==> config.mk <==
export PLATFORM = sky130hd
export DESIGN_NAME = co2_baseline_calibration_trigger
export DESIGN_NICKNAME = d
export VERILOG_FILES = /design/src/hw/rtl/co2bct_pkg.sv /design/src/hw/rtl/co2_baseline_calibration_trigger.sv /design/src/hw/rtl/co2bct_ram.sv
export VERILOG_INCLUDE_DIRS = /design/src /design/src/hw/rtl
export SDC_FILE = /design/constraint.sdc
export NUM_CORES = 2
export LEC_CHECK = 0
export BUFFER_PORTS_ARGS = -buffer_cell sky130_fd_sc_hd__buf_4
export CAP_MARGIN = 20
export CELL_PAD_IN_SITES_DETAIL_PLACEMENT = 1
export CELL_PAD_IN_SITES_GLOBAL_PLACEMENT = 1
export CORE_MARGIN = 10
export CORE_UTILIZATION = 58
export CTS_BUF_LIST = sky130_fd_sc_hd__clkbuf_2 sky130_fd_sc_hd__clkbuf_4 sky130_fd_sc_hd__clkbuf_8
export DETAILED_ROUTE_END_ITERATION = 16
export GPL_ROUTABILITY_DRIVEN = 0
export MAX_ROUTING_LAYER = met4
export PLACE_DENSITY_LB_ADDON = 0.05
export SYNTH_ARGS = -nofsm -noshare
export SYNTH_HDL_FRONTEND = slang
export SYNTH_SLANG_ARGS = --single-unit
==> constraint.sdc <==
create_clock -name clk_i -period 14.7 [get_ports clk_i]
set_clock_uncertainty 0.15 [all_clocks]
set_input_delay 2.205 -clock clk_i [delete_from_list [all_inputs] [get_ports clk_i]]
set_output_delay 2.205 -clock clk_i [all_outputs]
set_load 0.01 [all_outputs]
==> src/hw/rtl/assert_macros.svh <==
// ----------------------------------------------------------------------------
// Assertion macros
// Shared concurrent assertion forms for the RTL of the calibration trigger.
// ----------------------------------------------------------------------------
`ifndef ASSERT_MACROS_SVH
`define ASSERT_MACROS_SVH

// Checked on every rising edge of clk_i, switched off while rst_ni is low.
`define ASSERT_CLK(label, prop, msg) \
  label: assert property (@(posedge clk_i) disable iff (!rst_ni) prop) \
    else $error(msg);

// Checked on every rising edge of clk_i, reset included.
`define ASSERT_ALWAYS(label, prop, msg) \
  label: assert property (@(posedge clk_i) prop) else $error(msg);

`endif

==> src/hw/rtl/co2bct_pkg.sv <==
// ----------------------------------------------------------------------------
// co2bct_pkg
// Types, constants and register indexes of the CO2 baseline calibration trigger.
// ----------------------------------------------------------------------------
`default_nettype none

package co2bct_pkg;

  localparam int unsigned WindowDef   = 30;
  localparam int unsigned ShortLagDef = 6;

  localparam int unsigned PpmW     = 16;
  localparam int unsigned TimeW    = 32;
  localparam int unsigned DiffW    = 17;
  localparam int unsigned CountW   = 6;
  localparam int unsigned CfgIdxW  = 3;
  localparam int unsigned CfgDataW = 32;

  localparam logic [CountW-1:0] ReadMax = '1;

  localparam logic [PpmW-1:0]         PlausibleMaxRst = 16'd1400;
  localparam logic [CountW-1:0]       StartupReadsRst = 6'd4;
  localparam logic [PpmW-1:0]         AboveLevelRst   = 16'd400;
  localparam logic [PpmW-1:0]         BelowLevelRst   = 16'd500;
  localparam logic [TimeW-1:0]        QuietTimeRst    = 32'd600000;
  localparam logic signed [DiffW-1:0] DropStepRst     = -17'sd15;
  localparam logic signed [DiffW-1:0] BigDropRst      = -17'sd400;
  localparam logic [TimeW-1:0]        CleanTimeRst    = 32'd14400000;

  typedef enum logic [CfgIdxW-1:0] {
    CfgPlausibleMax = 3'd0,
    CfgStartupReads = 3'd1,
    CfgAboveLevel   = 3'd2,
    CfgBelowLevel   = 3'd3,
    CfgQuietTime    = 3'd4,
    CfgDropStep     = 3'd5,
    CfgBigDrop      = 3'd6,
    CfgCleanTime    = 3'd7
  } cfg_idx_e;

endpackage

`default_nettype wire

==> src/hw/rtl/co2_baseline_calibration_trigger.sv <==
// ----------------------------------------------------------------------------
// co2_baseline_calibration_trigger
// Screens CO2 readings, keeps a sample ring and raises calibration requests.
// ----------------------------------------------------------------------------
//   Channel   Direction  Handshake                 Payload
//   in        input      in_valid_i / in_ready_o   reading_ppm_i, now_ms_i
//   out       output     out_valid_o / out_ready_i accepted_o, calibrate_quiet_o,
//                                                  calibrate_drop_o, window_diff_o,
//                                                  short_diff_o
//   cfg       input      cfg_we_i                  cfg_idx_i, cfg_data_i
//
// One item per cycle is taken unless the output is stalled; results pass through
// the first-stage and output registers. The first stage checks the reading, writes
// the ring RAM and reads two of its entries; the second forms the differences from
// the registered read data. The ring is empty right after reset through per-entry
// valid bits. A stalled output holds the output register; one more item may wait
// in the first stage, and then input stops until the output drains.
// ----------------------------------------------------------------------------
`default_nettype none

module co2_baseline_calibration_trigger #(
  parameter int unsigned WINDOW    = co2bct_pkg::WindowDef,
  parameter int unsigned SHORT_LAG = co2bct_pkg::ShortLagDef
) (
  input  wire logic                                   clk_i,
  input  wire logic                                   rst_ni,
  input  wire logic                                   cfg_we_i,
  input  wire logic [co2bct_pkg::CfgIdxW-1:0]         cfg_idx_i,
  input  wire logic [co2bct_pkg::CfgDataW-1:0]        cfg_data_i,
  input  wire logic                                   in_valid_i,
  output logic                                        in_ready_o,
  input  wire logic [co2bct_pkg::PpmW-1:0]            reading_ppm_i,
  input  wire logic [co2bct_pkg::TimeW-1:0]           now_ms_i,
  output logic                                        out_valid_o,
  input  wire logic                                   out_ready_i,
  output logic                                        accepted_o,
  output logic                                        calibrate_quiet_o,
  output logic                                        calibrate_drop_o,
  output logic signed [co2bct_pkg::DiffW-1:0]         window_diff_o,
  output logic signed [co2bct_pkg::DiffW-1:0]         short_diff_o
);

  import co2bct_pkg::*;

  `include "assert_macros.svh"

  localparam int unsigned AddrW  = $clog2(WINDOW);
  localparam int unsigned RunW   = $clog2(WINDOW + 1);
  localparam int unsigned LagMod = SHORT_LAG % WINDOW;
  localparam bit          LagSelf = (LagMod == 0);

  localparam logic [AddrW-1:0]  LastPos   = AddrW'(WINDOW - 1);
  localparam logic [AddrW-1:0]  LagStep   = AddrW'(LagMod);
  localparam logic [AddrW-1:0]  LagWrap   = AddrW'(WINDOW - LagMod);
  localparam logic [CountW-1:0] WindowCnt = CountW'(WINDOW);
  localparam logic [CountW-1:0] LagCnt    = CountW'(SHORT_LAG);
  localparam logic [RunW-1:0]   RunMax    = RunW'(WINDOW);

  // Configuration registers.
  logic [PpmW-1:0]         plausible_max_q;
  logic [CountW-1:0]       startup_reads_q;
  logic [PpmW-1:0]         above_level_q;
  logic [PpmW-1:0]         below_level_q;
  logic [TimeW-1:0]        quiet_time_q;
  logic signed [DiffW-1:0] drop_step_q;
  logic signed [DiffW-1:0] big_drop_q;
  logic [TimeW-1:0]        clean_time_q;

  always_ff @(posedge clk_i or negedge rst_ni) begin
    if (!rst_ni) begin
      plausible_max_q <= PlausibleMaxRst;
      startup_reads_q <= StartupReadsRst;
      above_level_q   <= AboveLevelRst;
      below_level_q   <= BelowLevelRst;
      quiet_time_q    <= QuietTimeRst;
      drop_step_q     <= DropStepRst;
      big_drop_q      <= BigDropRst;
      clean_time_q    <= CleanTimeRst;
    end else if (cfg_we_i) begin
      unique case (cfg_idx_e'(cfg_idx_i))
        CfgPlausibleMax: plausible_max_q <= cfg_data_i[PpmW-1:0];
        CfgStartupReads: startup_reads_q <= cfg_data_i[CountW-1:0];
        CfgAboveLevel:   above_level_q   <= cfg_data_i[PpmW-1:0];
        CfgBelowLevel:   below_level_q   <= cfg_data_i[PpmW-1:0];
        CfgQuietTime:    quiet_time_q    <= cfg_data_i[TimeW-1:0];
        CfgDropStep:     drop_step_q     <= $signed(cfg_data_i[DiffW-1:0]);
        CfgBigDrop:      big_drop_q      <= $signed(cfg_data_i[DiffW-1:0]);
        CfgCleanTime:    clean_time_q    <= cfg_data_i[TimeW-1:0];
      endcase
    end
  end

  // Handshake and stage control.
  logic s1_q, s1_d;
  logic s1_adv;
  logic in_fire;
  logic out_valid_q;

  assign s1_adv     = !out_valid_q || out_ready_i;
  assign in_ready_o = !s1_q || s1_adv;
  assign in_fire    = in_valid_i && in_ready_o;
  assign s1_d       = in_fire ? 1'b1 : (s1_adv ? 1'b0 : s1_q);

  // First stage: screening, timestamps and ring access.
  logic [CountW-1:0] read_total_q, read_total_d;
  logic [AddrW-1:0]  ring_pos_q, ring_pos_d;
  logic [TimeW-1:0]  last_above_q, last_above_d;
  logic [TimeW-1:0]  last_below_q, last_below_d;
  logic [WINDOW-1:0] ring_vld_q, ring_vld_d;
  logic [AddrW-1:0]  old_addr;
  logic [AddrW-1:0]  lag_addr;
  logic              reading_ok;

  assign read_total_d = (read_total_q == ReadMax) ? read_total_q : read_total_q + 1'b1;
  assign reading_ok   = (reading_ppm_i != '0) &&
                        !((read_total_d <= startup_reads_q) &&
                          (reading_ppm_i > plausible_max_q));
  assign old_addr     = (ring_pos_q == LastPos) ? '0 : ring_pos_q + 1'b1;
  assign lag_addr     = (ring_pos_q >= LagStep) ? ring_pos_q - LagStep
                                                : ring_pos_q + LagWrap;

  always_comb begin
    ring_pos_d   = ring_pos_q;
    last_above_d = last_above_q;
    last_below_d = last_below_q;
    ring_vld_d   = ring_vld_q;
    if (in_fire && reading_ok) begin
      ring_pos_d = old_addr;
      ring_vld_d[ring_pos_q] = 1'b1;
      if (reading_ppm_i > above_level_q) begin
        last_above_d = now_ms_i;
      end
      if (reading_ppm_i < below_level_q) begin
        last_below_d = now_ms_i;
      end
    end
  end

  always_ff @(posedge clk_i or negedge rst_ni) begin
    if (!rst_ni) begin
      read_total_q <= '0;
      ring_pos_q   <= '0;
      last_above_q <= '0;
      last_below_q <= '0;
      ring_vld_q   <= '0;
      s1_q         <= 1'b0;
    end else begin
      if (in_fire) begin
        read_total_q <= read_total_d;
      end
      ring_pos_q   <= ring_pos_d;
      last_above_q <= last_above_d;
      last_below_q <= last_below_d;
      ring_vld_q   <= ring_vld_d;
      s1_q         <= s1_d;
    end
  end

  logic [PpmW-1:0] old_rdata;
  logic [PpmW-1:0] lag_rdata;

  co2bct_ram #(
    .Width (PpmW),
    .Depth (WINDOW)
  ) u_ring (
    .clk_i     (clk_i),
    .we_i      (in_fire && reading_ok),
    .waddr_i   (ring_pos_q),
    .wdata_i   (reading_ppm_i),
    .re_i      (in_fire),
    .raddr_a_i (old_addr),
    .raddr_b_i (lag_addr),
    .rdata_a_o (old_rdata),
    .rdata_b_o (lag_rdata)
  );

  // Second stage payload, loaded with each accepted item.
  logic            s1_ok_q;
  logic [PpmW-1:0] s1_reading_q;
  logic [TimeW-1:0] s1_now_q;
  logic            s1_win_en_q;
  logic            s1_lag_en_q;
  logic            s1_old_vld_q;
  logic            s1_lag_vld_q;

  always_ff @(posedge clk_i) begin
    if (in_fire) begin
      s1_ok_q      <= reading_ok;
      s1_reading_q <= reading_ppm_i;
      s1_now_q     <= now_ms_i;
      s1_win_en_q  <= read_total_d >= WindowCnt;
      s1_lag_en_q  <= read_total_d > LagCnt;
      s1_old_vld_q <= ring_vld_q[old_addr];
      s1_lag_vld_q <= ring_vld_q[lag_addr];
    end
  end

  // Second stage: differences, drop run and calibration flags.
  logic [RunW-1:0]         drop_run_q, drop_run_d;
  logic [PpmW-1:0]         old_val;
  logic [PpmW-1:0]         lag_val;
  logic signed [DiffW-1:0] win_diff;
  logic signed [DiffW-1:0] lag_diff;
  logic                    quiet;
  logic                    drop;

  assign old_val  = s1_old_vld_q ? old_rdata : '0;
  assign lag_val  = LagSelf ? s1_reading_q : (s1_lag_vld_q ? lag_rdata : '0);
  assign win_diff = s1_win_en_q ? $signed({1'b0, s1_reading_q} - {1'b0, old_val}) : '0;
  assign lag_diff = s1_lag_en_q ? $signed({1'b0, s1_reading_q} - {1'b0, lag_val}) : '0;
  assign quiet    = (s1_now_q - last_above_q) > quiet_time_q;

  always_comb begin
    drop_run_d = drop_run_q;
    if (s1_ok_q && s1_lag_en_q) begin
      if (lag_diff < drop_step_q) begin
        if (drop_run_q < RunMax) begin
          drop_run_d = drop_run_q + 1'b1;
        end
      end else begin
        drop_run_d = '0;
      end
    end
  end

  assign drop = s1_lag_en_q && (drop_run_d >= RunMax) && (win_diff < big_drop_q) &&
                ((s1_now_q - last_below_q) > clean_time_q);

  always_ff @(posedge clk_i or negedge rst_ni) begin
    if (!rst_ni) begin
      drop_run_q  <= '0;
      out_valid_q <= 1'b0;
    end else if (s1_adv) begin
      out_valid_q <= s1_q;
      if (s1_q) begin
        drop_run_q <= drop_run_d;
      end
    end
  end

  // Output register.
  logic                    accepted_q;
  logic                    cal_quiet_q;
  logic                    cal_drop_q;
  logic signed [DiffW-1:0] window_diff_q;
  logic signed [DiffW-1:0] short_diff_q;

  always_ff @(posedge clk_i) begin
    if (s1_adv && s1_q) begin
      accepted_q    <= s1_ok_q;
      cal_quiet_q   <= s1_ok_q && quiet;
      cal_drop_q    <= s1_ok_q && drop;
      window_diff_q <= s1_ok_q ? win_diff : '0;
      short_diff_q  <= s1_ok_q ? lag_diff : '0;
    end
  end

  assign out_valid_o       = out_valid_q;
  assign accepted_o        = accepted_q;
  assign calibrate_quiet_o = cal_quiet_q;
  assign calibrate_drop_o  = cal_drop_q;
  assign window_diff_o     = window_diff_q;
  assign short_diff_o      = short_diff_q;

  logic out_zero;

  assign out_zero = !calibrate_quiet_o && !calibrate_drop_o && (window_diff_o == '0) &&
                    (short_diff_o == '0);

  `ASSERT_CLK(a_stall_holds_stage, s1_q && !s1_adv |=> s1_q, "Stalled item left stage.")
  `ASSERT_CLK(a_accept_fills_stage, in_fire |=> s1_q, "Accepted item did not reach stage.")
  `ASSERT_CLK(a_run_bounded, drop_run_q <= RunMax, "Drop run exceeds the window.")
  `ASSERT_CLK(a_pos_bounded, ring_pos_q <= LastPos, "Ring position out of range.")
  `ASSERT_CLK(a_reject_clean, out_valid_o && !accepted_o |-> out_zero, "Rejected item not zero.")

endmodule

`default_nettype wire

==> src/hw/rtl/co2bct_ram.sv <==
// ----------------------------------------------------------------------------
// co2bct_ram
// Generic RAM with one write port and two registered read ports.
// ----------------------------------------------------------------------------
`default_nettype none

module co2bct_ram #(
  parameter int unsigned Width = 16,
  parameter int unsigned Depth = 32,
  localparam int unsigned AddrW = (Depth > 1) ? $clog2(Depth) : 1
) (
  input  wire logic             clk_i,
  input  wire logic             we_i,
  input  wire logic [AddrW-1:0] waddr_i,
  input  wire logic [Width-1:0] wdata_i,
  input  wire logic             re_i,
  input  wire logic [AddrW-1:0] raddr_a_i,
  input  wire logic [AddrW-1:0] raddr_b_i,
  output logic      [Width-1:0] rdata_a_o,
  output logic      [Width-1:0] rdata_b_o
);

  logic [Width-1:0] mem_q [Depth];
  logic [Width-1:0] rdata_a_q;
  logic [Width-1:0] rdata_b_q;

  always_ff @(posedge clk_i) begin
    if (we_i) begin
      mem_q[waddr_i] <= wdata_i;
    end
    if (re_i) begin
      rdata_a_q <= mem_q[raddr_a_i];
      rdata_b_q <= mem_q[raddr_b_i];
    end
  end

  assign rdata_a_o = rdata_a_q;
  assign rdata_b_o = rdata_b_q;

endmodule

`default_nettype wire

======== Word level (Yosys, flattened, before mapping) ========
Memory sizes are Yosys's and may differ from the RTL's. A register that Yosys moved wholly into a read port is not among the register bits.
Cells that the tools add are included.
Widths: inputs -> output; s select.
storage, ports and cells
  register bits ........................... 354
  bits in latches ......................... 0
  bits in writable memories ............... 480
  memory bits (read-only) ................. 0
  word-level logic and storage cells ...... 116
  memories ................................ 1
cells by class
  add/subtract/negate cells ............... 9
  $mul .................................... 0
  div/mod/pow operators ................... 0
  magnitude comparators ................... 17
  equal/unequal tests ..................... 9
  shifts and indexed selects .............. 0
  multiplexer cells ....................... 20
  bitwise gates (word level) .............. 1
  reductions and logical operators ........ 31
memory list
  name          words  bits a word  read ports  clocked after Yosys merged registers in  write ports  RTL line          RTL
  u_ring.mem_q  30     16           2           2                                        1            co2bct_ram.sv:23  logic [Width-1:0] mem_q [Depth];
operators by type and width
  operator             number
  $gt 32x32->1         2
  $sub 32x32->32       2
  $lt 17x17->1         2
  $mux 17              2
  $sub 16x16->17       2
  $gt 16x16->1         2
  $mux 16              2
  $or 30x30->30        1
  $mux 5               5
  $reduce_and 2->1     11
  $lt 5x6->1 const B   3
  $lt 16x16->1         1
  $reduce_bool 16->1   1
  $eq 3x3->1 const B   4
  $logic_and 1x1->1    12
  $add 5x1->5 const B  2
  $bmux 1 s5           2
  $mux 1               7
  $add 6x1->6 const B  1
  $eq 3x2->1 const B   2
  $eq 6x6->1 const B   1
  $ge 6x5->1 const B   1
  $gt 6x3->1 const B   1
  $le 6x6->1           1
  other kinds (14)     17

======== Longest topological paths before layout ========
  word-level depth ........................ 11
  mapped depth ............................ 21

======== Modules after synthesis ========
Synthesis repeated with hierarchy kept, for this count alone.
unflattened totals
  cell total of the unflattened synthesis .. 3403
  area total of the unflattened synthesis .. 45608.7 um^2
modules (own cells, without submodules)
  module                            times used  cells an instance  area each (um^2)  sequential area each (um^2)
  co2bct_ram                        1           1257               23386.2           15374.7
  co2_baseline_calibration_trigger  1           2146               22222.6           9384.0

======== Worst setup path after synthesis ========
Ideal clock, no wire load.
  kind .................................... in2reg
  start ................................... in out_ready_i
  end ..................................... mem u_ring.mem_q[19][0] (enable)
  library setup time ...................... 319 ps
  arrival ................................. 5834 ps
  slack ................................... 8398 ps
  stages .................................. 8
  path buffers ............................ 2
  cells stage by stage .................... nand3b_1 nand2_1 clkinv_1 nand2_1 nor2_1 buf_2 buf_2 and3_1
on the way
  word-level cells in the longest chain between the ends .. 6
RTL lines
  item                          RTL line                                 RTL
  start: declaration            co2_baseline_calibration_trigger.sv:35   input wire logic out_ready_i,
  $logic_or 1x1->1              co2_baseline_calibration_trigger.sv:99   assign s1_adv = !out_valid_q || out_ready_i;
  $logic_or 1x1->1              co2_baseline_calibration_trigger.sv:100  assign in_ready_o = !s1_q || s1_adv;
  $logic_and 1x1->1             co2_baseline_calibration_trigger.sv:101  assign in_fire = in_valid_i && in_ready_o;
  net in_fire                   co2_baseline_calibration_trigger.sv:96   logic in_fire;
  $logic_and 1x1->1             co2_baseline_calibration_trigger.sv:167  .we_i (in_fire && reading_ok),
  $mux 1                        co2bct_ram.sv:28                         if (we_i) begin
  $mux 1 (not written as such)  co2bct_ram.sv:29                         mem_q[waddr_i] <= wdata_i;
  end: declaration              co2bct_ram.sv:23
The timed path passes the listed nets, and every way through them passes these cells.

======== Worst setup path in the final report ========
  start ................................... reg s1_now_q[0]
  end ..................................... reg cal_drop_q, in the netlist calibrate_drop_o (data pin)
on the way
  word-level cells in the longest chain between the ends .. 4
RTL lines
  item                      RTL line                                 RTL
  start: declaration        co2_baseline_calibration_trigger.sv:180  logic [TimeW-1:0] s1_now_q;
  start signal: assignment  co2_baseline_calibration_trigger.sv:190  s1_now_q <= now_ms_i;
  $sub 32x32->32            co2_baseline_calibration_trigger.sv:227  ((s1_now_q - last_below_q) > clean_time_q);
  $gt 32x32->1              co2_baseline_calibration_trigger.sv:227
  $logic_and 1x1->1         co2_baseline_calibration_trigger.sv:226  assign drop = s1_lag_en_q && (drop_run_d >= RunMax) && (win_diff < big_drop_q) &&
  $logic_and 1x1->1         co2_baseline_calibration_trigger.sv:252  cal_drop_q <= s1_ok_q && drop;
  end signal: assignment    co2_baseline_calibration_trigger.sv:252
  end: declaration          co2_baseline_calibration_trigger.sv:244  logic cal_drop_q;
Every way passes these cells.
A chain may end at the register's enable or synchronous reset.

==> run metrics <==
Die ar.=91060 sq um; Max Root-Sink Buffers=3; Hold Crit Start=ring_vld_q[29]$_DFFE_PN0P_; Switching Fraction=45.74%; Primary FF master, synth=edfxtp_1; Reg2Reg Launch Point=s1_now_q[0]$_DFFE_PP_; Required @ worst endpoint=15050 ps; Pwr Total=12.88 mW; Post-DP HPWL=105100 um; DR vias=33990; Synth Warn #=0; fin crit share=40.03%; NetSw=5.890 mW; flop and latch count out of synthesis=866; CTS Buf Count=148; die height=301.8 um; Post-synth EDFFs=602; final setup margin=8816 ps; reg-to-reg slack, setup=8820 ps; CTS tree=done; Worst-Margin Slew=1264 ps; Reg2Reg Capture Point=calibrate_drop_o$_DFFE_PP_; hold endpoint=ring_vld_q[29]$_DFFE_PN0P_; HP Class=register to register; vias per inst=6.839; Remaining Overflow, GRT=0; Async S/R FF share, synth=30.48%; sequential share of the synthesized area=53.77%; Die Wd=301.8 um; final number of setup-violating endpoints=0; Critical Path Source Type=register; root buffer cell=clkbuf_8; Clock Latency Late Sink=830 ps; first-pass GRT wire length=231800 um; Synthesized Nets=3994; Peak VDD IR=0.2418 mV; leakage=20.09 nW; fin util=64.75%; Final Hold Viols=0; H-Tree Depth=4; Pint=6.989 mW; worst hold path depth=1; total of max-cap violations=0; outcome=finished clean; drt first pass iters=6; DRT iter0 DRCs=4392; DR DRC count=0; number of distinct library cells after synthesis=85; Seq pwr share=26.5%; layout net count=4127; GRT Total Usage=35.16%; Final Non-Filler Cells=4970; Clock Power Share=17.9%; max frequency=0.1699 GHz; Post-Syn Instances=3648; final max-slew violation count=0; Final min period=5884 ps; CTS Hold Bufs=0; placed insts=4678; DR WL/cell=31.54 um; area of the core=78870 sq um; clock transition at the registers of the reported paths=60 ps; commonest non-fill, non-tap cell in the layout=edfxtp_1; Relative slew margins=15.05%; share of cells above drive strength 1=22.26%; post-placement setup slack=8264 ps; initial core utilization=58.38%; final wirelength=156800 um; R2R depth=19; post-CTS sizing=0; setup TNS=0 ps; setup bufs post-CTS=0; critical path class=register to register; ANT nets after route=0; Worst setup EP type=register; I/O Buffers=126; PwrDens=252.2 nW/um^2; commonest non-fill, non-tap cells in the layout=602 x edfxtp_1, 336 x nand2_1, 254 x ha_1, 252 x inv_1, 203 x dfrtp_1; clock sink count=866; CP arrival=6230 ps; vias in the first global route=35560; Mapped Area=46040 sq um; Syn Area/Cell=12.62 sq um; # IOs=127; initial antenna violation count=16; RSZ-0062 raised after global routing=false; Rows=103; pin count of the biggest net entering global routing=158; Area Growth Syn to Fin=10.90%; Comb pwr share=55.6%; CP Max Fanout=4
[metal layers]
layer	GRT usage [%]	vias to the layer above	share of wire, %
met5	-	-	0
met2	53.75	2121	46
met3	8.456	453	10
met1	43.47	17200	38
met4	18.01	0	5.4
li1	-	14220	-
[sequential cells by signal, summed over array words and instances, names as in the netlist, 30 cells and up]
name / count
u_ring.mem_q: 480
quiet_time_q: 32
s1_now_q: 32
last_above_q: 32
clean_time_q: 32
last_below_q: 32
ring_vld_q: 30
[per-stage QoR]
stage | hold WS [ps] | area (sq um)
floorplan | 274.4 | 46040
detailed placement | 330.9 | 47900
CTS | 346.4 | 51000
global route | 359.1 | 51060
finish | 347.6 | 51070
global placement | 317.9 | 47900
[synthesized netlist by cell type, types with 61 or more instances]
cell type | count | share of area (%)
nor2_1 | 94 | 0.77
o21ai_0 | 155 | 1.7
nand3_1 | 80 | 0.87
clkbuf_1 | 101 | 0.82
mux2_2 | 134 | 3.3
a211oi_1 | 63 | 1.0
inv_1 | 252 | 2.1
o22ai_1 | 73 | 0.99
a21oi_1 | 138 | 1.5
dfrtp_1 | 204 | 11
nand2_1 | 339 | 2.8
edfxtp_1 | 602 | 39
and3_1 | 72 | 0.98
mux4_2 | 152 | 7.4
ha_1 | 254 | 6.9
buf_2 | 61 | 0.66
mux2i_1 | 92 | 2.0
[area by class of cell]
cell class	instances	area (sq um)
Fill cell	7766	27810
Sequential cell	866	24760
Multi-Input combinational cell	2337	19560
Clock buffer	207	2530
Timing Repair Buffer	174	1338
Tap cell	1050	1314
Inverter	254	955.9
Clock inverter	66	565.5
Antenna cell	16	40.04
[how the worst max path moves through the flow]
stage	slack [ps]	cells after the start	start	end
3_3_place_gp	8490	11	reading_ppm_i[9]	u_ring.mem_q[23][11]$_DFFE_PP_
3_5_place_dp	8260	11	reading_ppm_i[9]	u_ring.mem_q[16][13]$_DFFE_PP_
2_1_floorplan	8400	8	out_ready_i	u_ring.mem_q[19][0]$_DFFE_PP_
4_1_cts	8780	10	ring_pos_q[0]$_DFFE_PN0P_	u_ring.rdata_a_o[3]$_DFFE_PP_
6_report	8820	19	s1_now_q[0]$_DFFE_PP_	calibrate_drop_o$_DFFE_PP_
5_1_grt	8490	21	s1_now_q[0]$_DFFE_PP_	calibrate_drop_o$_DFFE_PP_
[power by group through the flow]
stage                     registers (mW)  logic [mW]  clock network [mW]
after floorplan                     3.30        4.52                   0
after global placement              3.41        6.59                   0
after detailed placement            3.45        6.85                   0
after CTS                           3.40        6.92                2.33
after global routing                3.45        7.51                2.44
final                               3.41        7.16                2.31
[logic make-up after synthesis]
logic type                 Yosys count  synth area share (%)
AOI/OAI and AO/OA                  783                 11.50
xor gates and xnor gates            77                 1.465
adders and majority gates          258                 7.076
and+or+nand+nor                    811                 8.524
muxes                              408                 13.69
DFF                                866                 53.77
buffers and inverters              445                 3.976
[critical path: stages (launching register included)]
cell and delay (ps):
edfxtp_1 370, inv_1 100, ha_1 170, inv_1 60, fa_1 410, a211oi_1 230
nor2_1 110, o211ai_1 500, o22ai_1 310, a31oi_1 430, o21ai_1 210, a211oi_1 310
xnor2_1 170, ha_1 270, nand4_1 90, nor2_1 90, nand4_1 320, inv_1 100
a211oi_1 1020, nor4_1 120
No activity file was read; power rests on OpenSTA's default activity.
